==> src/design/dccg_pkg.sv <==
// shared types and constants for the dcc packet waveform generator
`default_nettype none

package dccg_pkg;

  localparam int MAX_PACKET_BYTES = 8;
  localparam int IDX_W            = $clog2(MAX_PACKET_BYTES);
  localparam int BYTES_W          = $clog2(MAX_PACKET_BYTES + 1);
  localparam int PERIOD_W         = 20;
  localparam int BITS_W           = 5;
  localparam int BYTE_BITS        = 8;

  localparam logic [PERIOD_W-1:0] ONE_HALF_RESET    = 20'd4640;
  localparam logic [PERIOD_W-1:0] ZERO_FIRST_RESET  = 20'd8000;
  localparam logic [PERIOD_W-1:0] ZERO_SECOND_RESET = 20'd8000;
  localparam logic [BITS_W-1:0]   PREAMBLE_RESET    = 5'd14;

  typedef enum logic [1:0] {
    KIND_EXPIRE = 2'd0,
    KIND_WRITE  = 2'd1,
    KIND_START  = 2'd2
  } kind_t;

  typedef enum logic [1:0] {
    CFG_ONE_HALF    = 2'd0,
    CFG_ZERO_FIRST  = 2'd1,
    CFG_ZERO_SECOND = 2'd2,
    CFG_PREAMBLE    = 2'd3
  } cfg_index_t;

  typedef enum logic [2:0] {
    PH_IDLE     = 3'd0,
    PH_PREAMBLE = 3'd1,
    PH_BSTART   = 3'd2,
    PH_BYTE     = 3'd3,
    PH_END      = 3'd4
  } phase_t;

  typedef struct packed {
    logic [PERIOD_W-1:0] one_half;
    logic [PERIOD_W-1:0] zero_first;
    logic [PERIOD_W-1:0] zero_second;
    logic [BITS_W-1:0]   preamble_len;
  } cfg_t;

  typedef struct packed {
    logic                track_level;
    logic [PERIOD_W-1:0] next_half_period;
    logic                busy;
    logic                start_rejected;
  } result_t;

endpackage

`default_nettype wire

==> src/design/dccg_bit_engine.sv <==
// bit phase machine, packet store and result logic for one beat
`default_nettype none

module dccg_bit_engine (
  input  wire logic                     clk,
  input  wire logic                     rst,
  input  wire logic                     step,
  input  wire logic [1:0]               kind,
  input  wire logic [2:0]               byte_index,
  input  wire logic [7:0]               byte_value,
  input  wire logic [3:0]               packet_bytes,
  input  wire dccg_pkg::cfg_t           cfg,
  output dccg_pkg::result_t             result
);
  import dccg_pkg::*;

  phase_t                phase, phase_next;
  logic                  pin_level, pin_level_next;
  logic [PERIOD_W-1:0]   current_count, current_count_next;
  logic [BITS_W-1:0]     bits_left, bits_left_next;
  logic [BYTES_W-1:0]    bytes_left, bytes_left_next;
  logic [BYTES_W-1:0]    packet_length, packet_length_next;
  logic                  rejected;
  logic [7:0]            packet_store [MAX_PACKET_BYTES];
  logic [7:0]            cur_byte;
  logic [2:0]            bit_sel;
  logic [BITS_W-1:0]     bits_dec;
  logic [BYTES_W-1:0]    bytes_dec;
  logic                  store_we;

  // byte being serialized and its current bit
  assign cur_byte = packet_store[IDX_W'(packet_length - bytes_left)];
  assign bit_sel  = bits_left[2:0] - 3'd1;
  assign bits_dec = bits_left - BITS_W'(1);
  assign bytes_dec = bytes_left - BYTES_W'(1);
  assign store_we = step && (kind_t'(kind) == KIND_WRITE) &&
                    (int'(byte_index) < MAX_PACKET_BYTES);

  // next state
  always_comb begin
    phase_next         = phase;
    pin_level_next     = pin_level;
    current_count_next = current_count;
    bits_left_next     = bits_left;
    bytes_left_next    = bytes_left;
    packet_length_next = packet_length;
    rejected           = 1'b0;
    case (kind)
      KIND_EXPIRE: begin
        if (!pin_level) begin
          if (current_count == cfg.zero_first) current_count_next = cfg.zero_second;
          pin_level_next = 1'b1;
        end else begin
          pin_level_next = 1'b0;
          unique case (phase)
            PH_IDLE: begin
              current_count_next = cfg.one_half;
              if (bytes_left != '0) begin
                bits_left_next = bits_dec;
                phase_next = (bits_dec == '0) ? PH_BSTART : PH_PREAMBLE;
              end
            end
            PH_PREAMBLE: begin
              current_count_next = cfg.one_half;
              bits_left_next     = bits_dec;
              if (bits_dec == '0) phase_next = PH_BSTART;
            end
            PH_BSTART: begin
              current_count_next = cfg.zero_first;
              phase_next         = PH_BYTE;
              bits_left_next     = BITS_W'(BYTE_BITS);
            end
            PH_BYTE: begin
              current_count_next = cur_byte[bit_sel] ? cfg.one_half : cfg.zero_first;
              bits_left_next     = bits_dec;
              if (bits_dec == '0) begin
                bytes_left_next = bytes_dec;
                phase_next = (bytes_dec == '0) ? PH_END : PH_BSTART;
              end
            end
            default: begin
              current_count_next = cfg.one_half;
              phase_next         = PH_IDLE;
              bits_left_next     = cfg.preamble_len;
            end
          endcase
        end
      end
      KIND_START: begin
        if (bytes_left != '0) begin
          rejected = 1'b1;
        end else if (packet_bytes != 4'd0) begin
          if (int'(packet_bytes) > MAX_PACKET_BYTES) begin
            packet_length_next = BYTES_W'(MAX_PACKET_BYTES);
          end else begin
            packet_length_next = BYTES_W'(packet_bytes);
          end
          bytes_left_next = packet_length_next;
        end
      end
      default: begin
      end
    endcase
  end

  // result of this beat
  always_comb begin
    result.track_level      = pin_level_next;
    result.next_half_period = current_count_next;
    result.busy             = (bytes_left_next != '0);
    result.start_rejected   = rejected;
  end

  always_ff @(posedge clk) begin
    if (rst) begin
      phase         <= PH_IDLE;
      pin_level     <= 1'b0;
      current_count <= ONE_HALF_RESET;
      bits_left     <= PREAMBLE_RESET;
      bytes_left    <= '0;
      packet_length <= '0;
    end else if (step) begin
      phase         <= phase_next;
      pin_level     <= pin_level_next;
      current_count <= current_count_next;
      bits_left     <= bits_left_next;
      bytes_left    <= bytes_left_next;
      packet_length <= packet_length_next;
    end
  end

  always_ff @(posedge clk) begin
    if (store_we) begin
      packet_store[IDX_W'(byte_index)] <= byte_value;
    end
  end

endmodule

`default_nettype wire

==> src/design/dcc_packet_waveform_generator.sv <==
// a result beat is registered and shown in the cycle after its input beat is accepted
// throughput: one beat per cycle while out_ready is high; the output register accepts a new beat
// in the same cycle its held beat is taken
// reset: rst is synchronous and clears the phase machine, pin level,
// counters and timing registers to their defaults; packet store is not cleared
`default_nettype none

module dcc_packet_waveform_generator (
  input  wire logic        clk,
  input  wire logic        rst,
  input  wire logic        cfg_write,
  input  wire logic [1:0]  cfg_index,
  input  wire logic [19:0] cfg_data,
  input  wire logic        in_valid,
  output logic             in_ready,
  input  wire logic [1:0]  kind,
  input  wire logic [2:0]  byte_index,
  input  wire logic [7:0]  byte_value,
  input  wire logic [3:0]  packet_bytes,
  output logic             out_valid,
  input  wire logic        out_ready,
  output logic             track_level,
  output logic [19:0]      next_half_period,
  output logic             busy_res,
  output logic             start_rejected
);
  import dccg_pkg::*;

  cfg_t    cfg;
  result_t beat_result;
  result_t out_reg;
  logic    step;

  assign in_ready = !out_valid || out_ready;
  assign step     = in_valid && in_ready;

  always_ff @(posedge clk) begin
    if (rst) begin
      cfg.one_half     <= ONE_HALF_RESET;
      cfg.zero_first   <= ZERO_FIRST_RESET;
      cfg.zero_second  <= ZERO_SECOND_RESET;
      cfg.preamble_len <= PREAMBLE_RESET;
    end else if (cfg_write) begin
      unique case (cfg_index_t'(cfg_index))
        CFG_ONE_HALF:    cfg.one_half     <= cfg_data;
        CFG_ZERO_FIRST:  cfg.zero_first   <= cfg_data;
        CFG_ZERO_SECOND: cfg.zero_second  <= cfg_data;
        CFG_PREAMBLE:    cfg.preamble_len <= cfg_data[BITS_W-1:0];
      endcase
    end
  end

  dccg_bit_engine u_engine (
    .clk          (clk),
    .rst          (rst),
    .step         (step),
    .kind         (kind),
    .byte_index   (byte_index),
    .byte_value   (byte_value),
    .packet_bytes (packet_bytes),
    .cfg          (cfg),
    .result       (beat_result)
  );

  // output register
  always_ff @(posedge clk) begin
    if (rst) begin
      out_valid <= 1'b0;
    end else if (step) begin
      out_valid <= 1'b1;
    end else if (out_ready) begin
      out_valid <= 1'b0;
    end
  end

  always_ff @(posedge clk) begin
    if (step) begin
      out_reg <= beat_result;
    end
  end

  assign track_level      = out_reg.track_level;
  assign next_half_period = out_reg.next_half_period;
  assign busy_res         = out_reg.busy;
  assign start_rejected   = out_reg.start_rejected;

endmodule

`default_nettype wire
==> config.mk <==
export PLATFORM = sky130hd
export DESIGN_NAME = dcc_packet_waveform_generator
export DESIGN_NICKNAME = d
export VERILOG_FILES = /design/src/design/dccg_pkg.sv /design/src/design/dccg_bit_engine.sv /design/src/design/dcc_packet_waveform_generator.sv
export SDC_FILE = /design/constraint.sdc
export NUM_CORES = 1
export LEC_CHECK = 0
export BUFFER_PORTS_ARGS = -buffer_cell sky130_fd_sc_hd__buf_2
export CAP_MARGIN = 20
export CORE_MARGIN = 2
export CORE_UTILIZATION = 25
export DETAILED_ROUTE_END_ITERATION = 7
export GPL_TIMING_DRIVEN = 0
export SLEW_MARGIN = 25
export SYNTH_ARGS = -nofsm -noshare
export SYNTH_HDL_FRONTEND = slang
export SYNTH_SLANG_ARGS = --single-unit
==> constraint.sdc <==
create_clock -name clk -period 4.2 [get_ports clk]
set_clock_uncertainty 0.05 [all_clocks]
set_input_delay 1.26 -clock clk [delete_from_list [all_inputs] [get_ports clk]]
set_output_delay 1.26 -clock clk [all_outputs]
set_load 0.05 [all_outputs]
Yosys cells after proc, flatten, opt, wreduce, memory -nomap -nowiden
Memory sizes are Yosys's and may differ from the RTL's.
Cells that the tools add are included.
{"block": "classes", "n_addsub": 4, "n_lt_le_gt_ge": 2, "eq_ne": 12, "n_mux": 29, "bitwise_logic": 1, "n_reduce_logical": 21}
{"op": "20-bit two-way mux", "count": 4}
{"op": "20-bit case mux with 2 select lines", "count": 1}
{"op": "4-bit two-way mux", "count": 6}
{"op": "20-bit equality test", "count": 1}
{"op": "5-bit case mux with 3 select lines", "count": 1}
{"op": "3-bit two-way mux", "count": 4}
{"op": "3-bit case mux with 4 select lines", "count": 1}
{"op": "4-bit nonzero test", "count": 3}
{"op": "1-bit two-way mux", "count": 8}
{"op": "4-bit case mux with 2 select lines", "count": 1}
{"op": "2-bit AND reduction", "count": 4}
{"op": "4-bit AND reduction", "count": 2}
{"op": "2-bit equality test (second input constant)", "count": 3}
{"op": "3-bit by 2-bit equality test with 1-bit output (second input constant)", "count": 2}
{"op": "2-bit by 1-bit inequality test with 1-bit output (second input constant)", "count": 3}
{"op": "6-bit AND reduction", "count": 1}
{"op": "5-bit zero test", "count": 1}
{"op": "5-bit two-way mux", "count": 1}
{"op": "5-bit by 1-bit subtractor with 5-bit output (second input constant)", "count": 1}
{"op": "2-bit by 1-bit equality test with 1-bit output (second input constant)", "count": 2}
{"op": "4-bit > comparator (second input constant)", "count": 1}
{"op": "2-bit zero test", "count": 2}
{"op": "4-bit zero test", "count": 1}
{"op": "3-bit by 4-bit less-than comparator with 1-bit output (second input constant)", "count": 1}
{"op": "other kinds (13)", "count": 14}
{"block": "totals", "reg_bits": 125, "ramBits": 64, "out_inout_bits": 25, "elab_cells": 85, "n_memories": 1}
{"memory": "u_engine.packet_store", "depth": 8, "word_bits": 8, "read_ports": 1, "rd_ports_with_merged_regs": 0, "write_ports": 1, "line_no": "dccg_bit_engine.sv:24", "source": "logic [7:0] packet_store [MAX_PACKET_BYTES];"}

Logic depth before layout (Yosys ltp)
An unclocked memory read counts as a cell.
{"block": "depth", "depth_word": 8, "mapped_depth": 14, "ltp_nobuf": 11}

Cells and area by module
From an unflattened synthesis, not the netlist that was laid out.
{"block": "hier_totals", "hier_cells": 776, "area_unflattened_um2": 8941.1}
{"module": "dccg_bit_engine", "instances": 1, "cells_each": 503, "area_each_um2": 5614.1, "seq_area_each_um2": 2642.5}
{"module": "dcc_packet_waveform_generator", "instances": 1, "cells_each": 273, "area_each_um2": 3326.9, "seq_area_each_um2": 2011.9}

Worst setup path before layout
No wires, ideal clock.
{"block": "synth_path", "path_type": "input to register", "from": "in out_ready", "to": "mem u_engine.packet_store[1][0], enable pin", "t_arrival_ns": 3.848, "slack_ns": -0.081, "path_stages": 6, "cell_sequence": "nand2b_1 nand2_1 inv_1 clkbuf_1 nand4b_1 nor3_1"}
{"block": "synth_between", "elab_chain_cells": 5}
{"item": "from (decl)", "line_no": "dcc_packet_waveform_generator.sv:21", "source": "input wire logic out_ready,"}
{"item": "1-bit logical OR", "line_no": "dcc_packet_waveform_generator.sv:34", "source": "assign in_ready = !out_valid || out_ready;"}
{"item": "1-bit logical AND", "line_no": "dcc_packet_waveform_generator.sv:35", "source": "assign step = in_valid && in_ready;"}
{"item": "named net step", "line_no": "dcc_packet_waveform_generator.sv:32", "source": "logic step;"}
{"item": "1-bit logical AND", "line_no": "dccg_bit_engine.sv:36", "source": "assign store_we = step && (kind_t'(kind) == KIND_WRITE) &&"}
{"item": "1-bit two-way mux", "line_no": "dccg_bit_engine.sv:133", "source": "if (store_we) begin"}
{"item": "1-bit two-way mux (implied by the code)", "line_no": "dccg_bit_engine.sv:134", "source": "packet_store[IDX_W'(byte_index)] <= byte_value;"}
{"item": "to (decl)", "line_no": "dccg_bit_engine.sv:24"}
The timed path passes the listed nets, and every way through them passes these cells.

Worst setup path after layout
{"block": "layout_path", "from": "in kind[0]", "to": "reg u_engine.bits_left[2]"}
{"block": "layout_between", "elab_chain_cells": 2}
{"item": "from (decl)", "line_no": "dcc_packet_waveform_generator.sv:16", "source": "input wire logic [1:0] kind,"}
{"item": "2-bit zero test", "line_no": "dccg_bit_engine.sv:48", "source": "case (kind)"}
{"item": "4-bit AND reduction (no source line)"}
{"item": "to (signal assigned)", "line_no": "dccg_bit_engine.sv:126", "source": "bits_left <= bits_left_next;"}
{"item": "to (decl)", "line_no": "dccg_bit_engine.sv:20", "source": "logic [BITS_W-1:0] bits_left, bits_left_next;"}
Every way passes these cells.
A chain may end at the register's enable or synchronous reset.

==> results by group <==
Outcome
  – Outcome: completed

Global route
  – Met1 Resource Use GR: 0.183
  – Initial antenna violation count: 0
  – Busiest grt layer: met2
  – Vias in the first global route: 6,885
  – Gr ovfl total: 0
  – First-pass GRT wire length: 39,600 um
  – Overall routing resource usage: 0.142
  – Largest net degree at the start of global routing: 33
  – M3 GR Usage: 0.0269
  – Met2 Use GR: 0.241

Synthesis
  – Seq cells post-synth: 189
  – Yosys warns: 0
  – Synth Cell Area: 8880 um2
  – Async SR Flop Fraction: 0
  – Area leader, netlist: edfxtp_1
  – Main combinational cell family by area after synthesis: compound AO/OA/AOI/OAI gates
  – Fraction of the mapped netlist area in adder cells: 0.0107
  – Synth Area in XOR/XNOR: 0.0283
  – Sequential element share of the synthesized area: 0.524
  – Number of flops mapped to enable cells by yosys: 87
  – Mux share of post-synthesis cell area: 0.0652
  – Most used DFF post-synth: dfxtp_1
  – Post-Synthesis Mean Instance Area: 10.1 um2
  – Most instantiated cells after synthesis: nand2_1, dfxtp_1, edfxtp_1, a21oi_1, clkbuf_1
  – Syn nets: 933
  – Most numerous cell in the Yosys netlist: nand2_1
  – Syn Inst Count: 882
  – Post-synthesis compound-gate area fraction: 0.178
  – Synth cell types: 62
  – Post-Synth Simple-Gate Area: 0.158
  – Synth top area share: 0.294
  – Top cells by area, synth: edfxtp_1, dfxtp_1, nand2_1, a21oi_1, mux4_2

Clocking
  – Clk slew on worst S/H paths: 0.07 ns
  – Max Root-Sink Buffers: 2
  – Post-CTS Setup Inserts: 0
  – CTS buffer count: 17
  – CTS tree: done
  – # H-tree levels: 4
  – CTS Sinks: 189
  – Clock latency on the worst-skew pair: 0.44 ns
  – Root Buffer Master: clkbuf_16

Timing
  – Fmax: 249 MHz
  – Worst slew pin tran: 0.913 ns
  – Slew Limit Headroom: 0.389
  – Pins Over Slew Limit: 0
  – Fin crit share: 0.954
  – Setup TNS: 0 ns
  – Final critical-path setup slack: 0.192 ns
  – Final Critical Period: 4.01 ns
  – Final hold violations: 0
  – RSZ-0062 raised after global routing: false
  – Final setup vio count: 0

Place
  – Port bufs: 68
  – Routability congestion estimate: 0.890
  – DP Wirelength: 18,400 um
  – Worst slack, placed: -0.424 ns

Finish
  – P&R area growth vs syn: 17.4%
  – Antenna diode count: 0
  – Final #Nets: 1,019
  – Fillers: 3,642
  – Footprint of the multi-input gates: 3940 um2
  – Register Area: 4650 um2
  – Layout cells sized above 1: 0.176

Pwr
  – Leakage: 0.00374 uW
  – Max VDD drop: 0.300 mV
  – Power Density: 396 nW/um2

Drt
  – Vias/cell: 4.94
  – Iteration-0 DRC Markers: 599
  – First-pass DRT Iterations: 5
  – Avg WL per Cell: 17.9 um
  – Residual DRC: 0
  – Antenna viol nets, final: 0
  – Routed WL: 25,800 um
  – Vias: 7,119

Worst setup path
  – CP Class: in -> reg
  – Critical Path AT: 4.29 ns
  – Startpoint class of the critical path: input pin
  – Worst flop-to-flop path startpoint: u_engine.bytes_left[0]
  – Beginning of the critical path: kind[0]
  – Req. time, crit path: 4.48 ns
  – Worst Reg2Reg Path Length in Cells: 12
  – Flop2flop setup slack: 0.27 ns
  – CP Capture Point: u_engine.bits_left[2]
  – Crit path capture type: register
  – RR Endpoint: next_half_period[3]
  – Critical-path maximum fanout: 10

Floorplanning
  – # rows: 69
  – Core area: 35,300 um2
  – Chip height: 193 um
  – Die span in x: 193 um
  – I/O Pins: 69
  – Starting Density: 0.252
  – DIE AREA: 37,100 um2

Min path
  – Hold path depth: 2
  – Hold/Removal Path Class: reg -> reg

Run
  – Max-cap violation count: 0
==> layer usage <==
| layer | wire [um] | up-vias |
|---|---|---|
| met5 | 0 | - |
| met2 | 12700 | 228 |
| li1 | - | 3402 |
| met3 | 1560 | 40 |
| met1 | 11000 | 3449 |
| met4 | 531 | 0 |
==> how the worst min path moves through the flow <==
stage	from	to
2_1_floorplan	cfg[24]	cfg[24]
3_3_place_gp	cfg[10]	cfg[10]
3_5_place_dp	cfg[24]	cfg[24]
4_1_cts	cfg[24]	cfg[24]
5_1_grt	cfg[61]	cfg[61]
6_report	cfg[55]	cfg[55]
==> power by group <==
part | internal [uW] | leakage, uW | switching (uW)
clock network | 878 | 0.000299 | 763
logic | 168 | 0.00181 | 322
registers | 1970 | 0.00163 | 31.3
total | 3020 | 0.00374 | 1120
==> registers in the layout, summed over array words and instances, names as in the netlist, 3 cells and up <==
register / flops
cfg: 65
next_half_period: 20
u_engine.bits_left: 5
u_engine.bytes_left: 4
u_engine.current_count: 20
u_engine.packet_length: 3
u_engine.packet_store: 64
u_engine.phase: 3
==> critical path, stage by stage <==
cell	delay [ns]
buf_2	0.14
or2_2	0.28
clkbuf_1	0.22
inv_1	0.22
clkbuf_1	0.45
clkbuf_1	0.59
ha_1	0.28
and3_1	0.16
clkbuf_1	0.25
o21ai_0	0.14
a221o_1	0.30
==> cell families (layout without fill, tap and decap cells) <==
group                      Yosys count  in the layout
and+or+nand+nor                    319            319
AOI/OAI and AO/OA                  230            230
DFF                                189            189
buffers and inverters               76            175
muxes                               36             36
xor gates and xnor gates            25             25
adders and majority gates            7              7
==> metrics by stage <==
stage,total power [uW],hold WS (ns),utilization,cells,cell area [um2]
detailed placement,2520,0.405,0.278,1411,9810
floorplan,2360,0.381,-,882,8880
finish,4130,0.418,0.295,1442,10400
global placement,2520,0.400,0.278,1411,9800
CTS,4150,0.416,0.295,1442,10400
global route,4280,0.442,0.295,1442,10400
==> cells in the final DEF (no fill, tap or decap), drive strengths merged, types with 22 or more instances in the layout <==
master / n
a21oi: 76
a31oi: 35
buf: 78
clkbuf: 67
dfxtp: 102
edfxtp: 87
inv: 28
nand2: 195
nor2: 38
o21ai: 27
o22ai: 22
xor2: 22
==> final cells by class <==
| cell class | count | share of cell area |
|---|---|---|
| clock inverters | 11 | 0.00864 |
| well taps | 461 | 0.0553 |
| inverters | 19 | 0.00684 |
| clock buffers | 21 | 0.0482 |
| multi-input cells | 617 | 0.378 |
| repair buffers | 68 | 0.0326 |
| plain buffers | 56 | 0.0246 |
| flip-flops and latches | 189 | 0.446 |
==> timing repair <==
action | CTS | global route
gates resized for setup | 4 | 6
hold buffers | 0 | 0
setup endpoints to repair | 37 | 18
Note: power is estimated with default switching activity, not from simulation.
